==> src/rtl/twseg_pkg.sv <==
`timescale 1ns / 1ps
// Shared types and constants for the time window segmenter.
// No dependencies; imported by every module of the block.

package twseg_pkg;

    localparam int CFG_IDX_W = 2;
    localparam int IV_W      = 47;
    localparam int WCNT_W    = 9;
    localparam int SLOT_W    = 8;
    localparam int SEGCNT_W  = 16;

    localparam logic [IV_W-1:0]   IV_RESET   = IV_W'(65536);
    localparam logic [WCNT_W-1:0] WCNT_RESET = WCNT_W'(1);

    typedef enum logic [CFG_IDX_W-1:0] {
        CFG_TIME_MODE    = 2'd0,
        CFG_INTERVAL     = 2'd1,
        CFG_FIRST_TIME   = 2'd2,
        CFG_WINDOW_COUNT = 2'd3
    } cfg_reg_t;

    typedef enum logic {
        CMD_LOAD   = 1'b0,
        CMD_SAMPLE = 1'b1
    } cmd_t;

    // Control from the sequencer to the time generator.
    typedef struct packed {
        logic iv_wr;
        logic ft_wr;
        logic step;
    } tgen_ctl_t;

endpackage

==> src/rtl/twseg_timegen.sv <==
`timescale 1ns / 1ps
// Fixed-rate time generator: holds first_time and sample_interval and steps a
// saturating running time. Depends on twseg_pkg.

module twseg_timegen
    import twseg_pkg::*;
#(
    parameter int TW  = 48,
    parameter int CDW = 48
)
(
    input  logic                 clk,
    input  logic                 rst_n,
    input  tgen_ctl_t            ctl,
    input  logic [CDW-1:0]       wdata,
    output logic signed [TW-1:0] next_time
);

    localparam int SW = ((TW > IV_W) ? TW : IV_W) + 2;

    logic [IV_W-1:0]      interval_reg;
    logic signed [TW-1:0] first_time_reg;
    logic signed [TW-1:0] running_reg;
    logic                 pending_reg;

    logic [SW-1:0] sum;
    logic [SW-1:0] tmax;
    logic          sat;

    // The running time only grows, so only the upper bound can be crossed.
    assign sum  = {{(SW-TW){running_reg[TW-1]}}, running_reg} +
                  {{(SW-IV_W){1'b0}}, interval_reg};
    assign tmax = {{(SW-TW+1){1'b0}}, {(TW-1){1'b1}}};
    assign sat  = $signed(sum) > $signed(tmax);

    always_comb
    begin
        if (pending_reg)
            next_time = first_time_reg;
        else if (sat)
            next_time = tmax[TW-1:0];
        else
            next_time = sum[TW-1:0];
    end

    always_ff @(posedge clk or negedge rst_n)
    begin
        if (!rst_n)
        begin
            interval_reg   <= IV_RESET;
            first_time_reg <= '0;
            pending_reg    <= 1'b1;
        end
        else
        begin
            if (ctl.iv_wr)
                interval_reg <= wdata[IV_W-1:0];
            if (ctl.ft_wr)
                first_time_reg <= wdata[TW-1:0];
            if (ctl.iv_wr || ctl.ft_wr)
                pending_reg <= 1'b1;
            else if (ctl.step)
                pending_reg <= 1'b0;
        end
    end

    always_ff @(posedge clk)
    begin
        if (ctl.step)
            running_reg <= next_time;
    end

endmodule

==> config.mk <==
export PLATFORM = sky130hd
export DESIGN_NAME = twseg_timegen
export DESIGN_NICKNAME = d
export VERILOG_FILES = /design/src/rtl/twseg_pkg.sv /design/src/rtl/twseg_timegen.sv
export SDC_FILE = /design/constraint.sdc
export NUM_CORES = 1
export LEC_CHECK = 0
export BUFFER_PORTS_ARGS = -buffer_cell sky130_fd_sc_hd__buf_4
export CORE_ASPECT_RATIO = 0.8
export CORE_UTILIZATION = 60
export DETAILED_ROUTE_END_ITERATION = 8
export GPL_TIMING_DRIVEN = 0
export PLACE_DENSITY = 0.88
export REMOVE_ABC_BUFFERS = 1
export SYNTH_ARGS = -nofsm -noshare
export SYNTH_HDL_FRONTEND = slang
export SYNTH_SLANG_ARGS = --single-unit
==> constraint.sdc <==
create_clock -name clk -period 5.67 [get_ports clk]
set_input_delay 1.134 -clock clk [delete_from_list [all_inputs] [get_ports clk]]
set_output_delay 1.134 -clock clk [all_outputs]
set_load 0.02 [all_outputs]
After elaboration in Yosys (flattened, before gate mapping) --
Cells that the tools add are included.
Cells by class: reductions and logical operators 2, $add $sub $neg 1, multiplexer cells 4, order comparisons 1
Operator list (number):
- 2-to-1 mux 48 bit | 2
- adder 48 x 48 -> 49 bit | 1
- > comparator 49 x 48 -> 1 bit, second input constant | 1
- 2-to-1 mux 1 bit | 2
- nonzero test 2 bit | 1
- logical OR 1 bit | 1
Storage, ports and cells: logic and storage cells 12, output and inout bits 48, bits of input ports 53, register bits 144

Logic depth before layout (Yosys ltp) --
Gate-level depths: netlist of run 1.
depth after elaboration 4, gate-level depth with buffers 14, depth with buffers taken out 13

Least setup slack after synthesis of run 1 --
OpenSTA, ideal clock, no wires.
kind flip-flop to output port, from register interval_reg[0], to output port next_time[2], data arrival time 3246 ps, cell stages (with the launch flop) 15, buffers on the path 1, slack 1290 ps, required time 4536 ps, cells stage by stage dfrtp_1 > ha_1 > inv_1 > fa_1 > nor2b_1 > o2111ai_1 > a211oi_1 > o31ai_1 > nand2_1 > o21ai_0 > a31o_2 > a2111oi_4 > buf_6 > nor3_1 > a21oi_1
On the way: longest elaborated chain between the ends 4
Ends and longest elaborated chain:
- start: declaration | RTL line twseg_timegen.sv:21 | logic [IV_W-1:0] interval_reg;
- start signal: assignment | RTL line twseg_timegen.sv:57 | interval_reg <= wdata[IV_W-1:0];
- adder 48 x 48 -> 49 bit * | RTL line twseg_timegen.sv:31 | assign sum = {{(SW-TW){running_reg[TW-1]}}, running_reg} +
- > comparator 49 x 48 -> 1 bit | RTL line twseg_timegen.sv:34 | assign sat = $signed(sum) > $signed(tmax);
- 2-to-1 mux 48 bit * | RTL line twseg_timegen.sv:40 | else if (sat)
- 2-to-1 mux 48 bit * | RTL line twseg_timegen.sv:38 | if (pending_reg)
- end: declaration | RTL line twseg_timegen.sv:16 | output logic signed [TW-1:0] next_time
Every way passes the cells marked *; elsewhere a longest branch is shown, timed or not.

Worst setup path after layout of run 1 --
from register interval_reg[12], to output port next_time[3]
On the way: longest elaborated chain between the ends 4
Ends and longest elaborated chain (RTL line):
- adder 48 x 48 -> 49 bit | twseg_timegen.sv:31
- > comparator 49 x 48 -> 1 bit | twseg_timegen.sv:34
- 2-to-1 mux 48 bit | twseg_timegen.sv:40
- 2-to-1 mux 48 bit | twseg_timegen.sv:38
Every way passes these cells.

==> summary.txt, run 1 <==
CTS
  • Num CTS Buffers: 17
  • TritonCTS clock tree: yes
  • Clock Tree Buf Depth: 2
  • # H-tree levels: 4
  • # clock sinks: 144
  • Clock Root Buffer: clkbuf_16
  • Clock-pin slew on the worst setup and hold paths: 0.06 ns
  • Clock insertion delay at the later pin of the skew report: 0.43 ns
  • Cts hold-fix bufs: 0

STA
  • Final TNS setup: 0 ns
  • Fmax: 180.2 MHz
  • RSZ-0062 raised after global routing: no
  • Minimum clock period: 5.548 ns
  • Max Slew Vio Count: 0
  • Tcrit/Tclk final: 0.9786
  • Clock Skews: 0.01159 ns
  • Final hold violations: 0
  • Min setup slack post-route: 0.1215 ns
  • Slew headroom: 0.1677
  • Final setup vio count: 0
  • Worst-margin pin slew: 1.248 ns

Routing
  • 1st-iter DRT viols: 567
  • Vias: 6623
  • Top Metal Used: met4
  • Metal3 WL: 1575 um
  • Post-detailed-routing wire length: 20620 um
  • Number of detailed-route iterations in the first pass: 5
  • Residual DRC count: 0
  • Met1 wire length: 9268 um
  • WL met2: 9331 um
  • Routed WL per cell: 19.04 um
  • Vias/cell: 6.115
  • Final ANT Viol Nets: 0

Setup path
  • Most frequent CP cell: buf_8
  • Kind of start point of the critical path: flop
  • RR Startpoint: interval_reg[12]$_DFFE_PN0P_
  • RR Endpoint: running_reg[5]$_DFFE_PP_
  • R2R cell count: 26
  • Max incr delay on CP: 0.43 ns
  • Critical Path AT: 4.41 ns
  • Flop2flop setup slack: 0.46 ns
  • Slowest stage cell, crit path: ha_1
  • Data required time of the worst path: 4.54 ns
  • Worst path cell trace: ha_1 > a21oi_1 > o21ai_0 > o21ba_2 > a21o_1 > o31ai_4 > a21boi_2 > o21a_1 > a2111oi_4 > buf_8 > buf_8 > buf_8 > nor3_1 > a21oi_1 > buf_4
  • Setup crit end kind: output pin
  • Worst Path Max Fanout: 14
  • Setup CP Type: reg -> out

Finish
  • Area of the multi-input gates: 4248 sq um
  • Synthesis-to-layout area growth: 19.40%
  • Fill count: 949
  • Post-route cell area: 10040 sq um
  • Sequential cell area: 3850 sq um
  • Ant. Diodes: 0
  • Nets: 991
  • Layout cells sized above 1: 0.2990

Yosys
  • Ys flop type: dfrtp_1
  • Post-synthesis mux area share: 0.1166
  • Post-Syn Instances: 785
  • Synth Register Bits: 144
  • Share of the synthesized area in the top cell type: 0.2798
  • Ranking of synthesized cells by area: dfrtp_1 28%, edfxtp_1 17%, mux2_2 12%
  • Unique masters post-synth: 60
  • Sequential area share after synthesis: 0.4576
  • Post-synthesis compound-gate area fraction: 0.1716
  • Synth area leader: dfrtp_1
  • Simple-gate share of the synthesized area: 0.09884
  • Synth Area in XOR/XNOR: 0.04376
  • Synth warn: 0
  • Async S/R FF share, synth: 0.6667
  • Post-Synth Adder-Cell Area: 0.07234
  • Syn Std Cell Area: 8406 sq um
  • Post-synth EDFFs: 48
  • Syn_area_per_cell: 10.71 sq um
  • Top cells by count, synth: 94 x dfrtp_1, 87 x mux2_2, 80 x a21oi_1
  • Largest family of logic cells by synthesized area: compound AO/OA/AOI/OAI gates
  • Most common cell in the netlist: dfrtp_1

Global routing
  • Largest net degree at the start of global routing: 97
  • Initial antenna violation count: 0
  • Vias in the first global route: 6564
  • First-pass GRT wire length: 33000 um
  • Total grt overflow: 0
  • Tot GR Track Use: 0.2964

Min path
  • HP Start: first_time_reg[0]$_DFFE_PN0P_
  • Hold EP: first_time_reg[0]$_DFFE_PN0P_
  • Hold crit path type: reg -> reg
  • Hold path depth: 1

Floorplanning
  • DIE AREA: 14490 sq um
  • Die W: 134.3 um
  • Starting density of the core: 0.6181
  • I/O pins: 101
  • Chip Height: 107.9 um
  • Site row count: 38
  • Core Area: 13600 sq um

Power
  • Lkg Pwr: 4.409 nW
  • Max VDD drop: 205.4 uV
  • Pwr Density: 354.1 nW/um^2
  • Total power: 3.554 mW

Placed design
  • Setup slack at placement: -0.03094 ns
  • I/O Buffers: 100
  • Gpl congestion: 0.9197
  • Placed Area: 9246 sq um
  • Post-detail-place hpwl: 13090 um

Outcome
  • Outcome: complete, no violations

Flow run
  • Max Cap Violations: 0
metal layers:
layer / vias up / GRT usage
li1: 3085 / -
met1: 3179 / 0.4017
met2: 319 / 0.4671
met3: 40 / 0.06591
met4: 0 / 0.1108
met5: - / 0
cell families after synthesis:
family / after synthesis
muxes: 87
and+or+nand+nor: 172
DFF: 144
adders and majority gates: 48
buffers and inverters: 78
AOI/OAI and AO/OA: 214
xor gates and xnor gates: 42
cell type report:
| type | count | area share |
|---|---|---|
| Clock inverter | 14 | 0.01795 |
| Clock buffer | 18 | 0.04276 |
| Inverter | 40 | 0.01496 |
| Timing Repair Buffer | 124 | 0.09500 |
| Sequential cell | 144 | 0.3836 |
| Multi-Input combinational cell | 563 | 0.4233 |
| Tap cell | 180 | 0.02244 |
cell usage in the layout, fill, tap and decap left out, types with 7 or more instances in the layout:
cell / Yosys / layout
nor3_1: 38 / 38
o21bai_1: 7 / 7
xnor2_1: 27 / 27
buf_4: 1 / 121
xor2_1: 15 / 15
dfrtp_1: 94 / 94
edfxtp_1: 48 / 48
nand4_1: 13 / 13
nand3_1: 9 / 9
clkbuf_16: 0 / 17
a2bb2oi_2: 8 / 8
inv_1: 39 / 39
a21oi_1: 80 / 77
nor2_1: 23 / 23
nand2b_1: 7 / 7
a21o_1: 30 / 30
o21ai_0: 40 / 39
mux2_2: 87 / 87
ha_1: 47 / 47
nand2_1: 58 / 58
through the flow:
step / cells / util / hold slack, ns
5_1_grt: 1083 / 0.7380 / 0.5204
3_3_place_gp: 1027 / 0.6767 / 0.4835
4_1_cts: 1080 / 0.7356 / 0.5100
6_report: 1083 / 0.7380 / 0.5068
2_1_floorplan: 747 / - / 0.4715
3_5_place_dp: 1030 / 0.6800 / 0.4964
what timing repair did:
item                                    CTS  global route
pin swaps                                 3             1
buffers inserted                         18             3
gates resized for setup                   3             3
endpoints found under the hold margin     0             0
gates cloned                              0             0
endpoints found under the setup margin   33            18
worst max-delay path: cells and delay by family (launching register included):
kind / cells / cell delay [ns]
buf+inv: 4 / 0.72
simple gates: 1 / 0.06
compound gates: 9 / 2.39
flops: 1 / 0.39
fa+ha+maj: 1 / 0.43
worst max path at each step:
stage | startpoint | endpoint | slack [ns] | cells past startpoint
2_1_floorplan | interval_reg[0]$_DFFE_PN0P_ | next_time[10] | 0.59 | 13
3_3_place_gp | interval_reg[0]$_DFFE_PN0P_ | next_time[36] | -0.88 | 14
3_5_place_dp | interval_reg[0]$_DFFE_PN0P_ | next_time[31] | -0.03 | 17
4_1_cts | interval_reg[0]$_DFFE_PN0P_ | next_time[5] | 0.05 | 17
5_1_grt | interval_reg[12]$_DFFE_PN0P_ | next_time[3] | 0.001 | 15
6_report | interval_reg[12]$_DFFE_PN0P_ | next_time[3] | 0.12 | 15
where the power goes:
group,total (mW),switching (mW),internal [mW]
clock,1.17,0.471,0.701
sequential,1.25,0.0601,1.19
combinational,1.13,0.642,0.485
Note: power is estimated with default switching activity, not from simulation.
==> run 2: changes to the inputs <==
- CORE_ASPECT_RATIO: 0.8 -> default
- SLEW_MARGIN: default -> 5
==> run 2 against run 1 <==
  * First-iteration DRC count is 30% lower
  * Sequential share of layout area is 0.59 points higher
  * Global-route usage is 2.4 points lower
  * Combinational power is 5% lower
  * Critical path type unchanged
  * Count of clock-buffer cells in the layout is 5 higher
  * Critical path depth is 1 higher
  * Largest power group unchanged
  * Cell count is 1.9% lower
  * Routed wire length is 8.1% lower
==> summary.txt, run 2 (synthesis results as in run 1) <==
Floorplanning
  • Die W: 120.4 um (-10%)
  • Starting density of the core: 0.6248 (+0.006669)
  • DIE AREA: 14490 sq um (about the same)
  • Site row count: 42 (+11%)
  • Chip Height: 120.4 um (+12%)
  • Core Area: 13450 sq um (-1.1%)
  • I/O pins: 101 (unchanged)

Finish
  • Synthesis-to-layout area growth: 17.59%
  • Final core utilization: 0.7347 (-0.003291)
  • Nets: 974 (-1.7%)
  • Layout cells sized above 1: 0.2810 (-0.01796)
  • Commonest cells after routing, fill and taps aside: 103 x buf_4, 94 x dfrtp_1, 87 x mux2_2
  • Most common cell after layout, fill and taps aside: buf_4
  • Ant. Diodes: 0 (unchanged)

Placed design
  • I/O Buffers: 100 (unchanged)
  • Gpl congestion: 0.8950 (-2.7%)
  • Setup slack at placement: 0.3937 ns (+0.4247 ns)
  • Post-detail-place hpwl: 12510 um (-4.4%)

CTS
  • Clock-pin slew on the worst setup and hold paths: 0.06 ns (about the same)
  • Cts hold-fix bufs: 0 (unchanged)
  • Num CTS Buffers: 17 (unchanged)
  • Clock insertion delay at the later pin of the skew report: 0.42 ns (about the same)
  • Clock Tree Buf Depth: 2 (unchanged)
  • TritonCTS clock tree: yes
  • # H-tree levels: 4 (unchanged)
  • Clock Root Buffer: clkbuf_16
  • # clock sinks: 144 (unchanged)

STA
  • Final setup vio count: 0 (unchanged)
  • Tcrit/Tclk final: 0.9594 (-0.01919)
  • Slew headroom: 0.4149 (+0.2472)
  • Clock Skews: 0.008407 ns (-0.003186 ns)
  • Fmax: 183.8 MHz (+2.0%)
  • Final hold violations: 0 (unchanged)
  • Min setup slack post-route: 0.2303 ns (+0.1088 ns)
  • Worst-margin pin slew: 0.8776 ns (-0.3709 ns)
  • Max Slew Vio Count: 0 (unchanged)
  • Minimum clock period: 5.440 ns (-0.1088 ns)
  • RSZ-0062 raised after global routing: no

Routing
  • Number of detailed-route iterations in the first pass: 6 (+1)
  • 1st-iter DRT viols: 399 (-30%)
  • Final ANT Viol Nets: 0 (unchanged)
  • Post-detailed-routing wire length: 18940 um (-8.1%)
  • Residual DRC count: 0 (unchanged)
  • Routed WL per cell: 17.84 um (-6.3%)
  • Vias: 6407 (-3.3%)
  • Vias/cell: 6.033 (-1.3%)

Min path
  • Hold path depth: 1 (unchanged)
  • Hold crit path type: reg -> reg

Power
  • Clock Power Share: 0.324 (-0.006)
  • Sequential power share: 0.364 (+0.011)
  • Pwr Density: 348.2 nW/um^2 (-1.7%)
  • Lkg Pwr: 4.334 nW (-1.7%)
  • Switch share: 0.3198 (-0.01038)
  • Sw Pwr: 1.101 mW (-6.2%)
  • Comb pwr share: 0.312 (-0.005)
  • Max VDD drop: 256.0 uV (+25%)
  • Internal power: 2.341 mW (-1.6%)

Setup path
  • Max incr delay on CP: 0.40 ns (-0.03 ns)
  • Worst Path Max Fanout: 14 (unchanged)
  • Setup crit end kind: output pin
  • Most frequent CP cell: buf_6
  • Flop2flop setup slack: 1.79 ns (+1.33 ns)
  • Slowest stage cell, crit path: a2111oi_4
  • Worst path cell trace: ha_1 > inv_1 > fa_1 > nor2b_1 > o2111ai_1 > a211oi_2 > o31ai_1 > nand2_1 > o21ai_1 > a31o_2 > a2111oi_4 > buf_6 > buf_6 > nor3_1 > a21oi_1 > buf_4
  • Cell count along the critical path: 16 (+1)
  • Kind of start point of the critical path: flop
  • Top cell family by delay on the critical path: compound AO/OA/AOI/OAI gates
  • Setup CP Type: reg -> out
  • WP buf/inv: 4 (unchanged)
  • Data required time of the worst path: 4.54 ns (about the same)
  • R2R cell count: 15 (-42%)
  • Critical Path AT: 4.31 ns (-0.10 ns)

Global routing
  • Initial antenna violation count: 0 (unchanged)
  • Vias in the first global route: 6355 (-3.2%)
  • Largest net degree at the start of global routing: 97 (unchanged)
  • Total grt overflow: 0 (unchanged)
  • Tot GR Track Use: 0.2727 (-0.02369)
  • First-pass GRT wire length: 31110 um (-5.7%)

Flow run
  • Max Cap Violations: 0 (unchanged)

Outcome
  • Outcome: complete, no violations
-- run 2: per-stage QoR --
stage	std cells	hold slack (ns)	TNS, ns	area [sq um]	total power [mW]
floorplan	747	0.4715	0	8225	1.986
global placement	1023	0.4807	-32.10	9196	2.265
detailed placement	1026	0.4950	0	9230	2.302
CTS	1058	0.5087	0	9821	3.428
global route	1062	0.5251	0	9884	3.605
finish	1062	0.5056	0	9884	3.442
-- run 2: power by group through the flow --
| stage | Combinational [mW] | Clock, mW | Sequential (mW) |
|---|---|---|---|
| 6_report | 1.07 | 1.12 | 1.25 |
| 5_1_grt | 1.17 | 1.17 | 1.27 |
| 4_1_cts | 1.05 | 1.12 | 1.25 |
| 3_5_place_dp | 1.03 | 0 | 1.27 |
| 3_3_place_gp | 1.00 | 0 | 1.27 |
| 2_1_floorplan | 0.734 | 0 | 1.25 |
-- run 2: final timing paths --
path / start / endpoint
worst max-delay path: interval_reg[0]$_DFFE_PN0P_ / next_time[17]
worst min-delay path: first_time_reg[28]$_DFFE_PN0P_ / first_time_reg[28]$_DFFE_PN0P_
worst max register to register: interval_reg[0]$_DFFE_PN0P_ / running_reg[17]$_DFFE_PP_
worst min register to register: first_time_reg[28]$_DFFE_PN0P_ / first_time_reg[28]$_DFFE_PN0P_
max in group asynchronous: rst_n / first_time_reg[39]$_DFFE_PN0P_
min in group asynchronous: rst_n / first_time_reg[3]$_DFFE_PN0P_
-- run 2: cell type report --
| cell class | instances | area, sq um |
|---|---|---|
| Clock inverter | 9 | 107.6 |
| Sequential cell | 144 | 3850 |
| Tap cell | 176 | 220.2 |
| Inverter | 40 | 150.1 |
| Timing Repair Buffer | 107 | 818.3 |
| Fill cell | 939 | 3568 |
| Multi-Input combinational cell | 563 | 4260 |
| Clock buffer | 23 | 478.0 |
-- run 2: layer usage --
layer	global-route usage	vias up	wire, um
li1	-	3048	-
met1	0.3561	3141	8263
met2	0.4537	189	9467
met3	0.05849	29	928
met4	0.08719	0	281
met5	0	-	0
-- run 2: timing repair --
action | 4_1_cts | 5_1_grt
resized for setup | 1 | 4
pin swaps | 0 | 3
endpoints found under the setup margin | 13 | 22
setup buffers | 0 | 4
-- run 2: worst register-to-register path, cell delays in order, from the launching register on --
cell       delay, ns
dfrtp_1         0.34
ha_1            0.19
inv_1           0.06
fa_1            0.39
nor2b_1         0.18
o2111ai_1       0.21
a211oi_2        0.39
o31ai_1         0.12
nand2_1         0.17
o21ai_1         0.17
a31o_2          0.32
a2111oi_4       0.40
buf_6           0.22
buf_6           0.19
nor3_1          0.08
a21oi_1         0.24
==> run 3: changes to the inputs <==
- CORE_UTILIZATION: 60 -> 59
- PLACE_DENSITY: 0.88 -> 0.87
- clock period: 5.67 -> 5.8 ns (I/O delays scaled with it)
==> run 3 against run 2 <==
  * Total power fell by 1.7%
  * Register-to-register slack hardly changed
  * Cell count increased by 0.38%
  * Routed wire length grew 1.6%
  * Clock skew is essentially flat
  * Global-route usage increased by 0.62 points
  * Combinational power hardly changed
  * Utilization decreased by 2.1 points
  * Via count is essentially flat
  * Sequential share of layout area is 0.11 points lower
  * Critical path type unchanged
==> summary.txt, run 3 (synthesis results as in run 1) <==
Setup path
  • Top cell family by delay on the critical path: compound AO/OA/AOI/OAI gates
  • Critical Path AT: 4.45 ns (+0.14 ns)
  • Slowest stage cell, crit path: fa_1
  • Worst Path Max Fanout: 13 (-1)
  • Kind of start point of the critical path: flop
  • Data required time of the worst path: 4.64 ns (+0.10 ns)
  • Setup CP Type: reg -> out
  • Crit path from: interval_reg[0]$_DFFE_PN0P_
  • WP buf/inv: 5 (+1)
  • Most frequent CP cell: buf_4
  • RR Startpoint: interval_reg[0]$_DFFE_PN0P_
  • Worst path cell trace: ha_1 > inv_1 > fa_1 > nor2b_1 > o2111ai_1 > a211oi_2 > buf_4 > o31ai_1 > nand2_1 > o21ai_0 > a31o_2 > a2111oi_4 > buf_8 > buf_6 > nor3_1 > a21oi_1 > buf_4
  • Max incr delay on CP: 0.42 ns (+0.02 ns)
  • Setup crit end kind: output pin

STA
  • Fmax: 178.3 MHz
  • Final setup vio count: 0 (unchanged)
  • Final hold violations: 0 (unchanged)
  • Max Slew Vio Count: 0 (unchanged)
  • Tcrit/Tclk final: 0.9670
  • Worst-margin pin slew: 0.7697 ns (-0.1079 ns)
  • Slew headroom: 0.4837 (+0.06873)
  • Minimum clock period: 5.609 ns
  • Min setup slack post-route: 0.1913 ns (-0.03908 ns)
  • Final TNS setup: 0 ns (unchanged)
  • Clock Skews: 0.008594 ns (+0.0001870 ns)

CTS
  • Clock-pin slew on the worst setup and hold paths: 0.06 ns (about the same)
  • TritonCTS clock tree: yes
  • Num CTS Buffers: 17 (unchanged)
  • Cts hold-fix bufs: 0 (unchanged)
  • Clock Tree Buf Depth: 2 (unchanged)
  • # clock sinks: 144 (unchanged)
  • Clock Root Buffer: clkbuf_16
  • # H-tree levels: 4 (unchanged)
  • Clock insertion delay at the later pin of the skew report: 0.43 ns (about the same)

Outcome
  • Outcome: complete, no violations

Global routing
  • Tot GR Track Use: 0.2789 (+0.006175)
  • Vias in the first global route: 6403 (+0.76%)
  • Total grt overflow: 0 (unchanged)
  • Initial antenna violation count: 0 (unchanged)
  • First-pass GRT wire length: 31700 um (+1.9%)
  • Largest net degree at the start of global routing: 97 (unchanged)

Floorplanning
  • Core Area: 13880 sq um (+3.2%)
  • Chip Height: 121.4 um (+0.83%)
  • Starting density of the core: 0.6056 (-0.01926)
  • Die W: 121.4 um (+0.83%)
  • I/O pins: 101 (unchanged)
  • Site row count: 43 (+2.4%)
  • DIE AREA: 14730 sq um (+1.7%)

Routing
  • Post-detailed-routing wire length: 19240 um (+1.6%)
  • Vias/cell: 6.015 (-0.30%)
  • Number of detailed-route iterations in the first pass: 5 (-1)
  • 1st-iter DRT viols: 482 (+21%)
  • Routed WL per cell: 18.05 um (+1.2%)
  • Final ANT Viol Nets: 0 (unchanged)
  • Vias: 6412 (+0.078%)
  • Residual DRC count: 0 (unchanged)

Power
  • Max VDD drop: 329.5 uV (+29%)
  • Lkg Pwr: 4.338 nW (about the same)
  • Pwr Density: 341.3 nW/um^2 (-2.0%)

Finish
  • Nets: 974 (unchanged)
  • Layout cells sized above 1: 0.2844 (+0.003386)
  • Synthesis-to-layout area growth: 17.94%
  • Most common cell after layout, fill and taps aside: buf_4
  • Commonest cells after routing, fill and taps aside: 103 x buf_4, 94 x dfrtp_1, 87 x mux2_2
  • Ant. Diodes: 0 (unchanged)

Min path
  • Hold crit path type: reg -> reg
  • HP Start: first_time_reg[41]$_DFFE_PN0P_

Placed design
  • I/O Buffers: 100 (unchanged)
  • Setup slack at placement: 0.1752 ns (-0.2185 ns)
  • Post-detail-place hpwl: 13050 um (+4.3%)
  • Gpl congestion: 0.9090 (+1.6%)

Flow run
  • Max Cap Violations: 0 (unchanged)
==> run 3: path summary, 6_finish.rpt <==
| check | end | slack (ns) | cells after the start |
|---|---|---|---|
| max in group asynchronous | pending_reg$_DFFE_PN1P_ | 4.37 | 2 |
| hold reg to reg | first_time_reg[41]$_DFFE_PN0P_ | 0.50 | 1 |
| setup / recovery | next_time[24] | 0.19 | 17 |
| hold / removal | first_time_reg[41]$_DFFE_PN0P_ | 0.50 | 1 |
| setup reg to reg | running_reg[24]$_DFFE_PP_ | 1.78 | 16 |
| min in group asynchronous | interval_reg[46]$_DFFE_PN0P_ | 0.72 | 1 |
==> run 3: final cells by class <==
class | instances | area [sq um]
Clock buffer | 23 | 499.2
Clock inverter | 9 | 105.1
Fill cell | 988 | 3968
Inverter | 40 | 150.1
Multi-Input combinational cell | 563 | 4245
Sequential cell | 144 | 3850
Tap cell | 180 | 225.2
Timing Repair Buffer | 107 | 838.3
==> run 3: where the power goes <==
part / total, mW / switching, mW / internal (mW)
clock network: 1.11 / 0.418 / 0.691
registers: 1.23 / 0.0582 / 1.17
logic: 1.05 / 0.596 / 0.453
==> run 3: worst reg2reg max path: cells and delay by family (launching register included) <==
| kind | cells | cell delay, ns |
|---|---|---|
| flops | 1 | 0.35 |
| simple gates | 3 | 0.44 |
| compound gates | 7 | 1.81 |
| fa+ha+maj | 2 | 0.61 |
| buf+inv | 4 | 0.62 |
==> run 3: routing by layer <==
metal | wire length, um | GRT usage | share of wire
met3 | 940 | 0.05639 | 0.049
met1 | 8506 | 0.3607 | 0.44
met5 | 0 | 0 | 0
met2 | 9473 | 0.4599 | 0.49
met4 | 318 | 0.1073 | 0.017
==> run 3: stage by stage <==
step                cell area (sq um)  utilization  power, mW  cells  hold slack [ns]
finish                           9913       0.7142      3.384   1066           0.5013
global route                     9913       0.7142      3.546   1066           0.5109
CTS                              9858       0.7102      3.381   1064           0.5020
detailed placement               9239       0.6656      2.259   1030           0.4884
global placement                 9201       0.6629      2.216   1027           0.4817
floorplan                        8225            -      1.941    747           0.4715
==> run 3: repair_timing <==
action                                  4_1_cts  5_1_grt
pin swaps                                     1        1
endpoints found under the setup margin       37       30
resized for setup                             0        4
buffers inserted                              2        1
endpoints found under the hold margin         0        0
